--- src/kfe_pkg.sv ---
// Shared types, constants and register codes for the keypad frequency entry controller.
// No dependencies; every other file of the block imports this package.
package kfe_pkg;

    // Datapath widths
    localparam int VALUE_WIDTH = 16;
    localparam int FREQ_WIDTH  = 16;
    localparam int AMP_WIDTH   = 5;
    localparam int KEY_WIDTH   = 8;
    localparam int LEVEL_WIDTH = 8;
    localparam int CNT_WIDTH   = 3;
    localparam int CFG_IDX_WIDTH  = 3;
    localparam int CFG_DATA_WIDTH = 16;

    // Entry digit limits
    localparam logic [CNT_WIDTH-1:0] MAX_DIGITS = 3'd5;
    localparam logic [CNT_WIDTH-1:0] COUNT_TOP  = 3'd7;

    // Fixed key codes
    localparam logic [KEY_WIDTH-1:0] KEY_STAR = 8'h2A;
    localparam logic [KEY_WIDTH-1:0] KEY_HASH = 8'h23;
    localparam logic [KEY_WIDTH-1:0] KEY_ZERO = 8'h30;
    localparam logic [KEY_WIDTH-1:0] KEY_NINE = 8'h39;

    // Divide by ten of a 16-bit entry: (x * 0xCCCD) >> 19 is exact over the full range
    localparam logic [VALUE_WIDTH-1:0] DIV10_MUL   = 16'hCCCD;
    localparam int                     DIV10_SHIFT = 19;

    // Input action codes
    localparam logic ACT_KEY     = 1'b0;
    localparam logic ACT_ENCODER = 1'b1;

    // Mode codes
    localparam logic MODE_SINE  = 1'b0;
    localparam logic MODE_PULSE = 1'b1;

    // Configuration register indexes
    typedef enum logic [CFG_IDX_WIDTH-1:0] {
        CFG_SINE_KEY     = 3'd0,
        CFG_PULSE_KEY    = 3'd1,
        CFG_DEFAULTS_KEY = 3'd2,
        CFG_MIN_FREQ     = 3'd3,
        CFG_MAX_FREQ     = 3'd4,
        CFG_DEF_FREQ     = 3'd5,
        CFG_DEF_AMP      = 3'd6,
        CFG_MAX_AMP      = 3'd7
    } t_cfg_idx;

    typedef struct packed {
        logic [KEY_WIDTH-1:0]  sine_key_code;
        logic [KEY_WIDTH-1:0]  pulse_key_code;
        logic [KEY_WIDTH-1:0]  defaults_key_code;
        logic [FREQ_WIDTH-1:0] min_frequency;
        logic [FREQ_WIDTH-1:0] max_frequency;
        logic [FREQ_WIDTH-1:0] default_frequency;
        logic [AMP_WIDTH-1:0]  default_amplitude;
        logic [AMP_WIDTH-1:0]  max_amplitude;
    } t_cfg;

    localparam t_cfg CFG_RESET = '{
        sine_key_code:     8'd17,
        pulse_key_code:    8'd18,
        defaults_key_code: 8'd20,
        min_frequency:     16'd10,
        max_frequency:     16'd10000,
        default_frequency: 16'd1000,
        default_amplitude: 5'd10,
        max_amplitude:     5'd20
    };

    typedef struct packed {
        logic                 action;
        logic [KEY_WIDTH-1:0] key_code;
        logic                 turn_up;
    } t_in_item;

    typedef struct packed {
        logic                   mode;
        logic [VALUE_WIDTH-1:0] entry_value;
        logic                   entry_error;
        logic                   frequency_applied;
        logic [FREQ_WIDTH-1:0]  sine_frequency;
        logic [FREQ_WIDTH-1:0]  pulse_frequency;
        logic [AMP_WIDTH-1:0]   sine_amplitude;
        logic [AMP_WIDTH-1:0]   pulse_amplitude;
        logic [LEVEL_WIDTH-1:0] shown_level;
    } t_out_item;

endpackage

--- src/kfe_cfg_regs.sv ---
// Configuration register file of the keypad frequency entry controller.
// Depends on kfe_pkg for the register index codes and the t_cfg type.
module kfe_cfg_regs import kfe_pkg::*; (
    input  logic                      i_clk,
    input  logic                      i_rst_n,
    input  logic                      i_cfg_we,
    input  logic [CFG_IDX_WIDTH-1:0]  i_cfg_idx,
    input  logic [CFG_DATA_WIDTH-1:0] i_cfg_wdata,
    output t_cfg                      o_cfg
);

    t_cfg r_cfg;

    // Write one register per enabled cycle; upper data bits dropped for narrow registers
    always_ff @(posedge i_clk) begin
        if (!i_rst_n) begin
            r_cfg <= CFG_RESET;
        end else if (i_cfg_we) begin
            case (t_cfg_idx'(i_cfg_idx))
                CFG_SINE_KEY:     r_cfg.sine_key_code     <= i_cfg_wdata[KEY_WIDTH-1:0];
                CFG_PULSE_KEY:    r_cfg.pulse_key_code    <= i_cfg_wdata[KEY_WIDTH-1:0];
                CFG_DEFAULTS_KEY: r_cfg.defaults_key_code <= i_cfg_wdata[KEY_WIDTH-1:0];
                CFG_MIN_FREQ:     r_cfg.min_frequency     <= i_cfg_wdata[FREQ_WIDTH-1:0];
                CFG_MAX_FREQ:     r_cfg.max_frequency     <= i_cfg_wdata[FREQ_WIDTH-1:0];
                CFG_DEF_FREQ:     r_cfg.default_frequency <= i_cfg_wdata[FREQ_WIDTH-1:0];
                CFG_DEF_AMP:      r_cfg.default_amplitude <= i_cfg_wdata[AMP_WIDTH-1:0];
                CFG_MAX_AMP:      r_cfg.max_amplitude     <= i_cfg_wdata[AMP_WIDTH-1:0];
                default: begin
                end
            endcase
        end
    end

    assign o_cfg = r_cfg;

endmodule

--- src/kfe_state.sv ---
// Panel state registers and combinational event update of the keypad frequency entry controller.
// Depends on kfe_pkg for key codes, widths and the item types.
module kfe_state import kfe_pkg::*; (
    input  logic      i_clk,
    input  logic      i_rst_n,
    input  t_cfg      i_cfg,
    input  logic      i_step,
    input  t_in_item  i_item,
    output t_out_item o_result
);

    logic                   r_mode, n_mode;
    logic [VALUE_WIDTH-1:0] r_entry, n_entry;
    logic [CNT_WIDTH-1:0]   r_count, n_count;
    logic                   r_has_digits, n_has_digits;
    logic [FREQ_WIDTH-1:0]  r_sine_freq, n_sine_freq;
    logic [FREQ_WIDTH-1:0]  r_pulse_freq, n_pulse_freq;
    logic [AMP_WIDTH-1:0]   r_sine_amp, n_sine_amp;
    logic [AMP_WIDTH-1:0]   r_pulse_amp, n_pulse_amp;
    logic                   n_err;
    logic                   n_applied;

    logic [2*VALUE_WIDTH-1:0] div_prod;
    logic [VALUE_WIDTH-1:0]   entry_div10;
    logic [VALUE_WIDTH+3:0]   entry_mac;
    logic [3:0]               digit;
    logic                     is_digit;
    logic                     enter_bad;
    logic [AMP_WIDTH-1:0]     amp_cur;
    logic [AMP_WIDTH-1:0]     amp_next;
    logic [LEVEL_WIDTH-1:0]   pulse_level;

    // Backspace: divide by ten through a reciprocal multiply
    assign div_prod    = r_entry * DIV10_MUL;
    assign entry_div10 = VALUE_WIDTH'(div_prod >> DIV10_SHIFT);

    // Digit append: entry * 10 + digit, wrapped to the entry width
    assign digit     = i_item.key_code[3:0];
    assign is_digit  = (i_item.key_code >= KEY_ZERO) && (i_item.key_code <= KEY_NINE);
    assign entry_mac = ({4'b0, r_entry} << 3) + ({4'b0, r_entry} << 1)
                     + (VALUE_WIDTH+4)'(digit);

    // Enter check against the limits and the digit count
    assign enter_bad = (r_entry < i_cfg.min_frequency) || (r_entry > i_cfg.max_frequency)
                     || (r_count > MAX_DIGITS);

    // Saturating amplitude step for the current mode
    assign amp_cur = (r_mode == MODE_PULSE) ? r_pulse_amp : r_sine_amp;
    always_comb begin
        amp_next = amp_cur;
        if (i_item.turn_up) begin
            if (amp_cur < i_cfg.max_amplitude) amp_next = amp_cur + 1'b1;
        end else begin
            if (amp_cur != '0) amp_next = amp_cur - 1'b1;
        end
    end

    // Next state: first matching key wins
    always_comb begin
        n_mode       = r_mode;
        n_entry      = r_entry;
        n_count      = r_count;
        n_has_digits = r_has_digits;
        n_sine_freq  = r_sine_freq;
        n_pulse_freq = r_pulse_freq;
        n_sine_amp   = r_sine_amp;
        n_pulse_amp  = r_pulse_amp;
        n_err        = 1'b0;
        n_applied    = 1'b0;
        if (i_item.action == ACT_ENCODER) begin
            if (r_mode == MODE_PULSE) n_pulse_amp = amp_next;
            else                      n_sine_amp  = amp_next;
        end else if (i_item.key_code == KEY_STAR) begin
            if (r_count != '0) n_count = r_count - 1'b1;
            if (r_count <= 3'd1) n_has_digits = 1'b0;
            n_entry = entry_div10;
        end else if (i_item.key_code == KEY_HASH) begin
            if (enter_bad) begin
                n_err = 1'b1;
            end else begin
                if (r_mode == MODE_PULSE) n_pulse_freq = r_entry;
                else                      n_sine_freq  = r_entry;
                n_applied = 1'b1;
            end
            n_entry      = '0;
            n_count      = '0;
            n_has_digits = 1'b0;
        end else if (is_digit) begin
            if (r_count < COUNT_TOP) n_count = r_count + 1'b1;
            n_has_digits = 1'b1;
            if (!r_has_digits) n_entry = VALUE_WIDTH'(digit);
            else               n_entry = entry_mac[VALUE_WIDTH-1:0];
        end else if (i_item.key_code == i_cfg.sine_key_code) begin
            n_mode       = MODE_SINE;
            n_count      = '0;
            n_has_digits = 1'b0;
        end else if (i_item.key_code == i_cfg.pulse_key_code) begin
            n_mode       = MODE_PULSE;
            n_count      = '0;
            n_has_digits = 1'b0;
        end else if (i_item.key_code == i_cfg.defaults_key_code) begin
            n_mode       = MODE_SINE;
            n_sine_freq  = i_cfg.default_frequency;
            n_pulse_freq = i_cfg.default_frequency;
            n_sine_amp   = i_cfg.default_amplitude;
            n_pulse_amp  = i_cfg.default_amplitude;
            n_entry      = '0;
            n_count      = '0;
            n_has_digits = 1'b0;
        end
    end

    // State registers, updated once per processed item
    always_ff @(posedge i_clk) begin
        if (!i_rst_n) begin
            r_mode       <= MODE_SINE;
            r_entry      <= '0;
            r_count      <= '0;
            r_has_digits <= 1'b0;
            r_sine_freq  <= CFG_RESET.default_frequency;
            r_pulse_freq <= CFG_RESET.default_frequency;
            r_sine_amp   <= CFG_RESET.default_amplitude;
            r_pulse_amp  <= CFG_RESET.default_amplitude;
        end else if (i_step) begin
            r_mode       <= n_mode;
            r_entry      <= n_entry;
            r_count      <= n_count;
            r_has_digits <= n_has_digits;
            r_sine_freq  <= n_sine_freq;
            r_pulse_freq <= n_pulse_freq;
            r_sine_amp   <= n_sine_amp;
            r_pulse_amp  <= n_pulse_amp;
        end
    end

    // Result shows the state after the event; pulse level is steps times five
    assign pulse_level = (LEVEL_WIDTH'(n_pulse_amp) << 2) + LEVEL_WIDTH'(n_pulse_amp);

    always_comb begin
        o_result.mode              = n_mode;
        o_result.entry_value       = n_entry;
        o_result.entry_error       = n_err;
        o_result.frequency_applied = n_applied;
        o_result.sine_frequency    = n_sine_freq;
        o_result.pulse_frequency   = n_pulse_freq;
        o_result.sine_amplitude    = n_sine_amp;
        o_result.pulse_amplitude   = n_pulse_amp;
        o_result.shown_level       = (n_mode == MODE_PULSE) ? pulse_level
                                                            : LEVEL_WIDTH'(n_sine_amp);
    end

endmodule

--- src/keypad_frequency_entry_controller_core.sv ---
// Top level of the keypad frequency entry controller: input register, result register.
// Depends on kfe_pkg, kfe_cfg_regs and kfe_state.
//
// Usage:
//   Input channel (i_in_valid / o_in_ready / i_in) carries one panel event per item:
//   a key press or an encoder detent. Output channel (o_out_valid / i_out_ready / o_out)
//   returns exactly one result item per event, showing the panel state after it.
//   Configuration registers are written through i_cfg_we / i_cfg_idx / i_cfg_wdata,
//   one register per cycle; the user must write them only while no event is in flight,
//   as the block itself does not enforce it. An accepted item passes through the input
//   register and then the result register before its result appears on o_out.
//   Throughput: one item per cycle while i_out_ready stays high. The event update is a
//   single combinational pass from the input register into the state and result registers.
//   Stalls: while i_out_ready is low the result holds; the input register still takes
//   one more item, then o_in_ready drops until the result is taken.
//   Reset (synchronous, active low): both stages empty, configuration back to its
//   defaults, sine mode, empty entry, both frequencies 1000 and amplitudes 10.
module keypad_frequency_entry_controller_core import kfe_pkg::*; (
    input  logic                      i_clk,
    input  logic                      i_rst_n,
    input  logic                      i_cfg_we,
    input  logic [CFG_IDX_WIDTH-1:0]  i_cfg_idx,
    input  logic [CFG_DATA_WIDTH-1:0] i_cfg_wdata,
    input  logic                      i_in_valid,
    output logic                      o_in_ready,
    input  t_in_item                  i_in,
    output logic                      o_out_valid,
    input  logic                      i_out_ready,
    output t_out_item                 o_out
);

    t_cfg      cfg;
    t_out_item step_result;
    logic      r_in_valid;
    t_in_item  r_in;
    logic      r_out_valid;
    t_out_item r_out;
    logic      advance;

    kfe_cfg_regs u_cfg_regs (
        .i_clk       (i_clk),
        .i_rst_n     (i_rst_n),
        .i_cfg_we    (i_cfg_we),
        .i_cfg_idx   (i_cfg_idx),
        .i_cfg_wdata (i_cfg_wdata),
        .o_cfg       (cfg)
    );

    // Process the held item whenever the result slot is free or being emptied
    assign advance    = r_in_valid && (!r_out_valid || i_out_ready);
    assign o_in_ready = !r_in_valid || advance;

    kfe_state u_state (
        .i_clk    (i_clk),
        .i_rst_n  (i_rst_n),
        .i_cfg    (cfg),
        .i_step   (advance),
        .i_item   (r_in),
        .o_result (step_result)
    );

    // Input register
    always_ff @(posedge i_clk) begin
        if (!i_rst_n) begin
            r_in_valid <= 1'b0;
        end else if (o_in_ready) begin
            r_in_valid <= i_in_valid;
        end
    end

    always_ff @(posedge i_clk) begin
        if (o_in_ready && i_in_valid) begin
            r_in <= i_in;
        end
    end

    // Result register
    always_ff @(posedge i_clk) begin
        if (!i_rst_n) begin
            r_out_valid <= 1'b0;
        end else if (advance) begin
            r_out_valid <= 1'b1;
        end else if (i_out_ready) begin
            r_out_valid <= 1'b0;
        end
    end

    always_ff @(posedge i_clk) begin
        if (advance) begin
            r_out <= step_result;
        end
    end

    assign o_out_valid = r_out_valid;
    assign o_out       = r_out;

    // Input stage only blocks while it holds an item that cannot move on
    a_ready_blocked: assert property (@(posedge i_clk) disable iff (!i_rst_n)
        !o_in_ready |-> (r_in_valid && r_out_valid && !i_out_ready))
        else $error("input stalled without a blocked result");

    // An enter is either applied or rejected, never both
    a_enter_exclusive: assert property (@(posedge i_clk) disable iff (!i_rst_n)
        o_out_valid |-> !(o_out.entry_error && o_out.frequency_applied))
        else $error("enter both applied and rejected");

    // Any enter leaves the entry cleared
    a_enter_clears: assert property (@(posedge i_clk) disable iff (!i_rst_n)
        (o_out_valid && (o_out.entry_error || o_out.frequency_applied))
        |-> (o_out.entry_value == '0))
        else $error("entry not cleared after enter");

    // Shown level follows the current mode's amplitude
    a_level_match: assert property (@(posedge i_clk) disable iff (!i_rst_n)
        o_out_valid |-> (o_out.shown_level == ((o_out.mode == MODE_PULSE)
            ? ((LEVEL_WIDTH'(o_out.pulse_amplitude) << 2) + LEVEL_WIDTH'(o_out.pulse_amplitude))
            : LEVEL_WIDTH'(o_out.sine_amplitude))))
        else $error("shown level does not match amplitude");

    // A processed item always produces a result on the next cycle
    a_result_follows: assert property (@(posedge i_clk) disable iff (!i_rst_n)
        advance |=> o_out_valid)
        else $error("processed item produced no result");

endmodule
--- config.mk ---
export PLATFORM = sky130hd
export DESIGN_NAME = keypad_frequency_entry_controller_core
export DESIGN_NICKNAME = d
export VERILOG_FILES = /design/src/kfe_pkg.sv /design/src/kfe_cfg_regs.sv /design/src/kfe_state.sv /design/src/keypad_frequency_entry_controller_core.sv
export SDC_FILE = /design/constraint.sdc
export NUM_CORES = 1
export LEC_CHECK = 0
export CAP_MARGIN = 25
export CORE_AREA = 2 2 186 188
export DETAILED_ROUTE_END_ITERATION = 8
export DIE_AREA = 0 0 188 190
export DONT_BUFFER_PORTS = 1
export GPL_ROUTABILITY_DRIVEN = 0
export SYNTH_ARGS = -nofsm -noshare
export SYNTH_HDL_FRONTEND = slang
export SYNTH_SLANG_ARGS = --single-unit
--- constraint.sdc ---
create_clock -name i_clk -period 15.15 [get_ports i_clk]
set_input_delay 0.7575 -clock i_clk [delete_from_list [all_inputs] [get_ports i_clk]]
set_output_delay 0.7575 -clock i_clk [all_outputs]
set_load 0.02 [all_outputs]
==> out/qor.csv <==
stage,metric,value,unit
synthesis,synth_ff_type,dfxtp_1,
synthesis,synth_edf_count,79,
synthesis,synthesis.area,16590,sq um
floorplan,io_pins,105,
synthesis,synth_area_leader_cell,dfxtp_1,
worst_setup_path,worstPathRequired,15450,ps
timing,setup-tns-final,0,ps
timing,final.period_utilization,0.4516,
global_routing,grt_overflow,0,
detailed_routing,remaining_drc_errors,0,
worst_setup_path,arrival,7140,ps
power_and_ir_drop,clockPowerShare,0.379,
detailed_routing,via_count,13150,
power_and_ir_drop,power_density,97.82,nW/um^2
cts,numCtsBuffers,26,
synthesis,async_reset_ff_frac,0,
global_routing,grt_pass1_vias,12630,
floorplan,placementRows,68,
synthesis,synth_top_cells_by_count,"inv_1, nand2_1, ha_1, dfxtp_1, a21oi_1",
cts,htree_levels,1,
synthesis,netlist.area_leader.share,0.1773,
power_and_ir_drop,switchingPower,0.5470,mW
worst_setup_path,critical_path_class,reg2reg,
worst_setup_path,cp-end-kind,register,
global_routing,grt_max_degree,87,
cts,cts.sinks,226,
synthesis,netlist_instances,1822,
synthesis,ys_warn_count,0,
synthesis,syn_nets,2139,
global_routing,grt_first_pass_wirelength,72.68,mm
timing,hold_viol_final,0,
run,cap_violations,0,
worst_setup_path,critPathLaunch,u_state.r_entry[7],
final_layout,stdcell_area,17850,sq um
detailed_routing,postRouteAntennaNets,0,
placement,postPlaceCellArea,16960,sq um
floorplan,start_util,0.4888,
timing,drv_slew,0,
placement,io_buffers,0,
power_and_ir_drop,p_int,1.199,mW
worst_setup_path,r2r_cells,19,
cts,clk_pin_slew,70,ps
final_layout,area_growth_syn_to_layout,7.585,%
worst_setup_path,endpoint,o_out[62],
synthesis,ys_types,78,
detailed_routing,drtIter0Drc,952,
timing,max_freq,0.1462,GHz
cts,post-cts-setup-buffers,0,
detailed_routing,finalWirelength,46.97,mm
cts,clk_latency,550,ps
global_routing,antenna_found_initial,1,
worst_setup_path,r2r-start,u_state.r_entry[7],
detailed_routing,wl_per_cell,20.75,microns
worst_setup_path,cp_max_fo,16,
cts,hold_buffers,0,
cts,cts-root-buf,clkbuf_16,
detailed_routing,dr.pass1.iters,5,
final_layout,nets,2106,
run_status,status,finished clean,
timing,rsz0062_at_grt,false,
timing,setup_viol,0,
floorplan,core_area,33950,sq um
synthesis,seq_area_frac_synth,0.3203,
timing,worstMarginPinSlew,1040,ps
timing,layout_min_cycle_time,6841,ps
worst_setup_path,reg2reg_slack,8310,ps
floorplan,die_h,190,microns
final_layout,drive_gt1_frac,0.05473,
timing,slew_headroom,0.3043,
min_path,hold_path_class,in2reg,
worst_setup_path,start_kind,register,
power_and_ir_drop,leakage,8.072,nW
final_layout,antenna_cells,0,
detailed_routing,viasPerCell,5.810,
floorplan,die_w,188,microns
cts,cts_resized,0,
power_and_ir_drop,ir_drop,80.88,uV
synthesis,yosys.cell_count.top_type,inv_1,
power_and_ir_drop,comb_power_share,0.228,
timing,worst_clock_skew,14.83,ps
global_routing,grt_util_all_layers,0.2622,
cts,cts_max_path_buffers,3,
worst_setup_path,worstReg2RegEnd,o_out[62],
cts,cts_tree,yes,
placement,dp_hpwl,34.99,mm
synthesis,ys_ff_latch,226,
floorplan,die_area,35720,sq um
synthesis,synthTopCellsByArea,"dfxtp_1, ha_1, edfxtp_1, fa_1, inv_1",
timing,fin_hold_ws,288.0,ps
synthesis,syn_avg_cell_area,9.108,sq um
power_and_ir_drop,p_total,1.746,mW
power_and_ir_drop,sw_frac_of_total,0.3132,
power_and_ir_drop,p_seq_frac,0.393,
[flip-flops by register name, summed over array words and instances, names as in the netlist, 3 cells and up]
signal,flops
u_cfg_regs.o_cfg,82
u_state.r_pulse_freq,16
u_state.r_entry,16
o_out,69
r_in,10
u_state.r_count,3
u_state.r_pulse_amp,5
u_state.r_sine_freq,16
u_state.r_sine_amp,5
[routing by layer]
layer	track usage	up-vias	routed length, microns	part of all wire
li1	-	6259	-	-
met1	0.3733	6377	21580	0.46
met2	0.4156	461	21030	0.45
met3	0.04556	57	3328	0.071
met4	0.06178	0	1041	0.022
met5	0	-	0	0
[worst max-delay path, cell delays in order (launching register included)]
cell and delay (ps):
dfxtp_1 850, ha_1 250, inv_1 90, fa_1 530, inv_1 50, fa_1 520, fa_1 530, fa_1 540
inv_1 50, fa_1 530, inv_1 40, ha_1 340, nand4_1 240, nor4_1 350, nand3_1 180, o211ai_1 690
a211oi_1 190, xor2_1 180, o22ai_1 110, mux2_2 300
[cell usage in the layout (no fill, tap or decap), types with 43 or more instances in the layout]
cell	Yosys	layout
fa_1	82	82
o21ai_0	52	52
inv_1	248	247
nand2_1	241	241
nand3_1	43	43
nor2_1	72	72
ha_1	201	201
a21oi_1	138	138
edfxtp_1	79	79
dfxtp_1	147	147
[final cells by class]
| class | instances | area (sq um) |
|---|---|---|
| Fill cell | 3097 | 16090 |
| Timing Repair Buffer | 15 | 112.6 |
| Clock inverter | 16 | 195.2 |
| Multi-Input combinational cell | 1269 | 10010 |
| Inverter | 251 | 944.7 |
| Tap cell | 455 | 569.3 |
| Clock buffer | 32 | 703.2 |
| Sequential cell | 226 | 5315 |
[power groups by stage]
stage	Sequential, mW	Clock [mW]	Combinational [mW]
after floorplan	0.688	0	0.304
after CTS	0.687	0.672	0.398
after global routing	0.689	0.693	0.454
final	0.687	0.661	0.398
after global placement	0.699	0	0.392
after detailed placement	0.700	0	0.394
[stage by stage]
stage	utilization	worst slack [ps]	cells
after floorplan	-	9226	1822
after global placement	0.4994	8511	2216
after detailed placement	0.4994	8432	2216
after CTS	0.5259	8407	2264
after global routing	0.5259	8033	2264
final	0.5259	8309	2264
[worst min-delay path by stage]
stage / start / endpoint / cells past startpoint
after global routing: i_rst_n / u_state.r_sine_amp[1] / 1
after floorplan: u_cfg_regs.o_cfg[10] / u_cfg_regs.o_cfg[10] / 2
final: i_rst_n / u_cfg_regs.o_cfg[74] / 1
after detailed placement: u_cfg_regs.o_cfg[22] / u_cfg_regs.o_cfg[22] / 2
after global placement: u_cfg_regs.o_cfg[22] / u_cfg_regs.o_cfg[22] / 2
after CTS: i_rst_n / u_state.r_sine_amp[1] / 1
[cell families (layout without fill, tap and decap cells)]
group / after synthesis / after routing / synth area share
xor gates and xnor gates: 56 / 56 / 0.03001
DFF: 226 / 226 / 0.3203
adders and majority gates: 283 / 283 / 0.2505
AOI/OAI and AO/OA: 395 / 395 / 0.1611
and+or+nand+nor: 502 / 502 / 0.1408
buffers and inverters: 327 / 314 / 0.07660
muxes: 33 / 33 / 0.02073
Power figures use the tool's default switching activity.
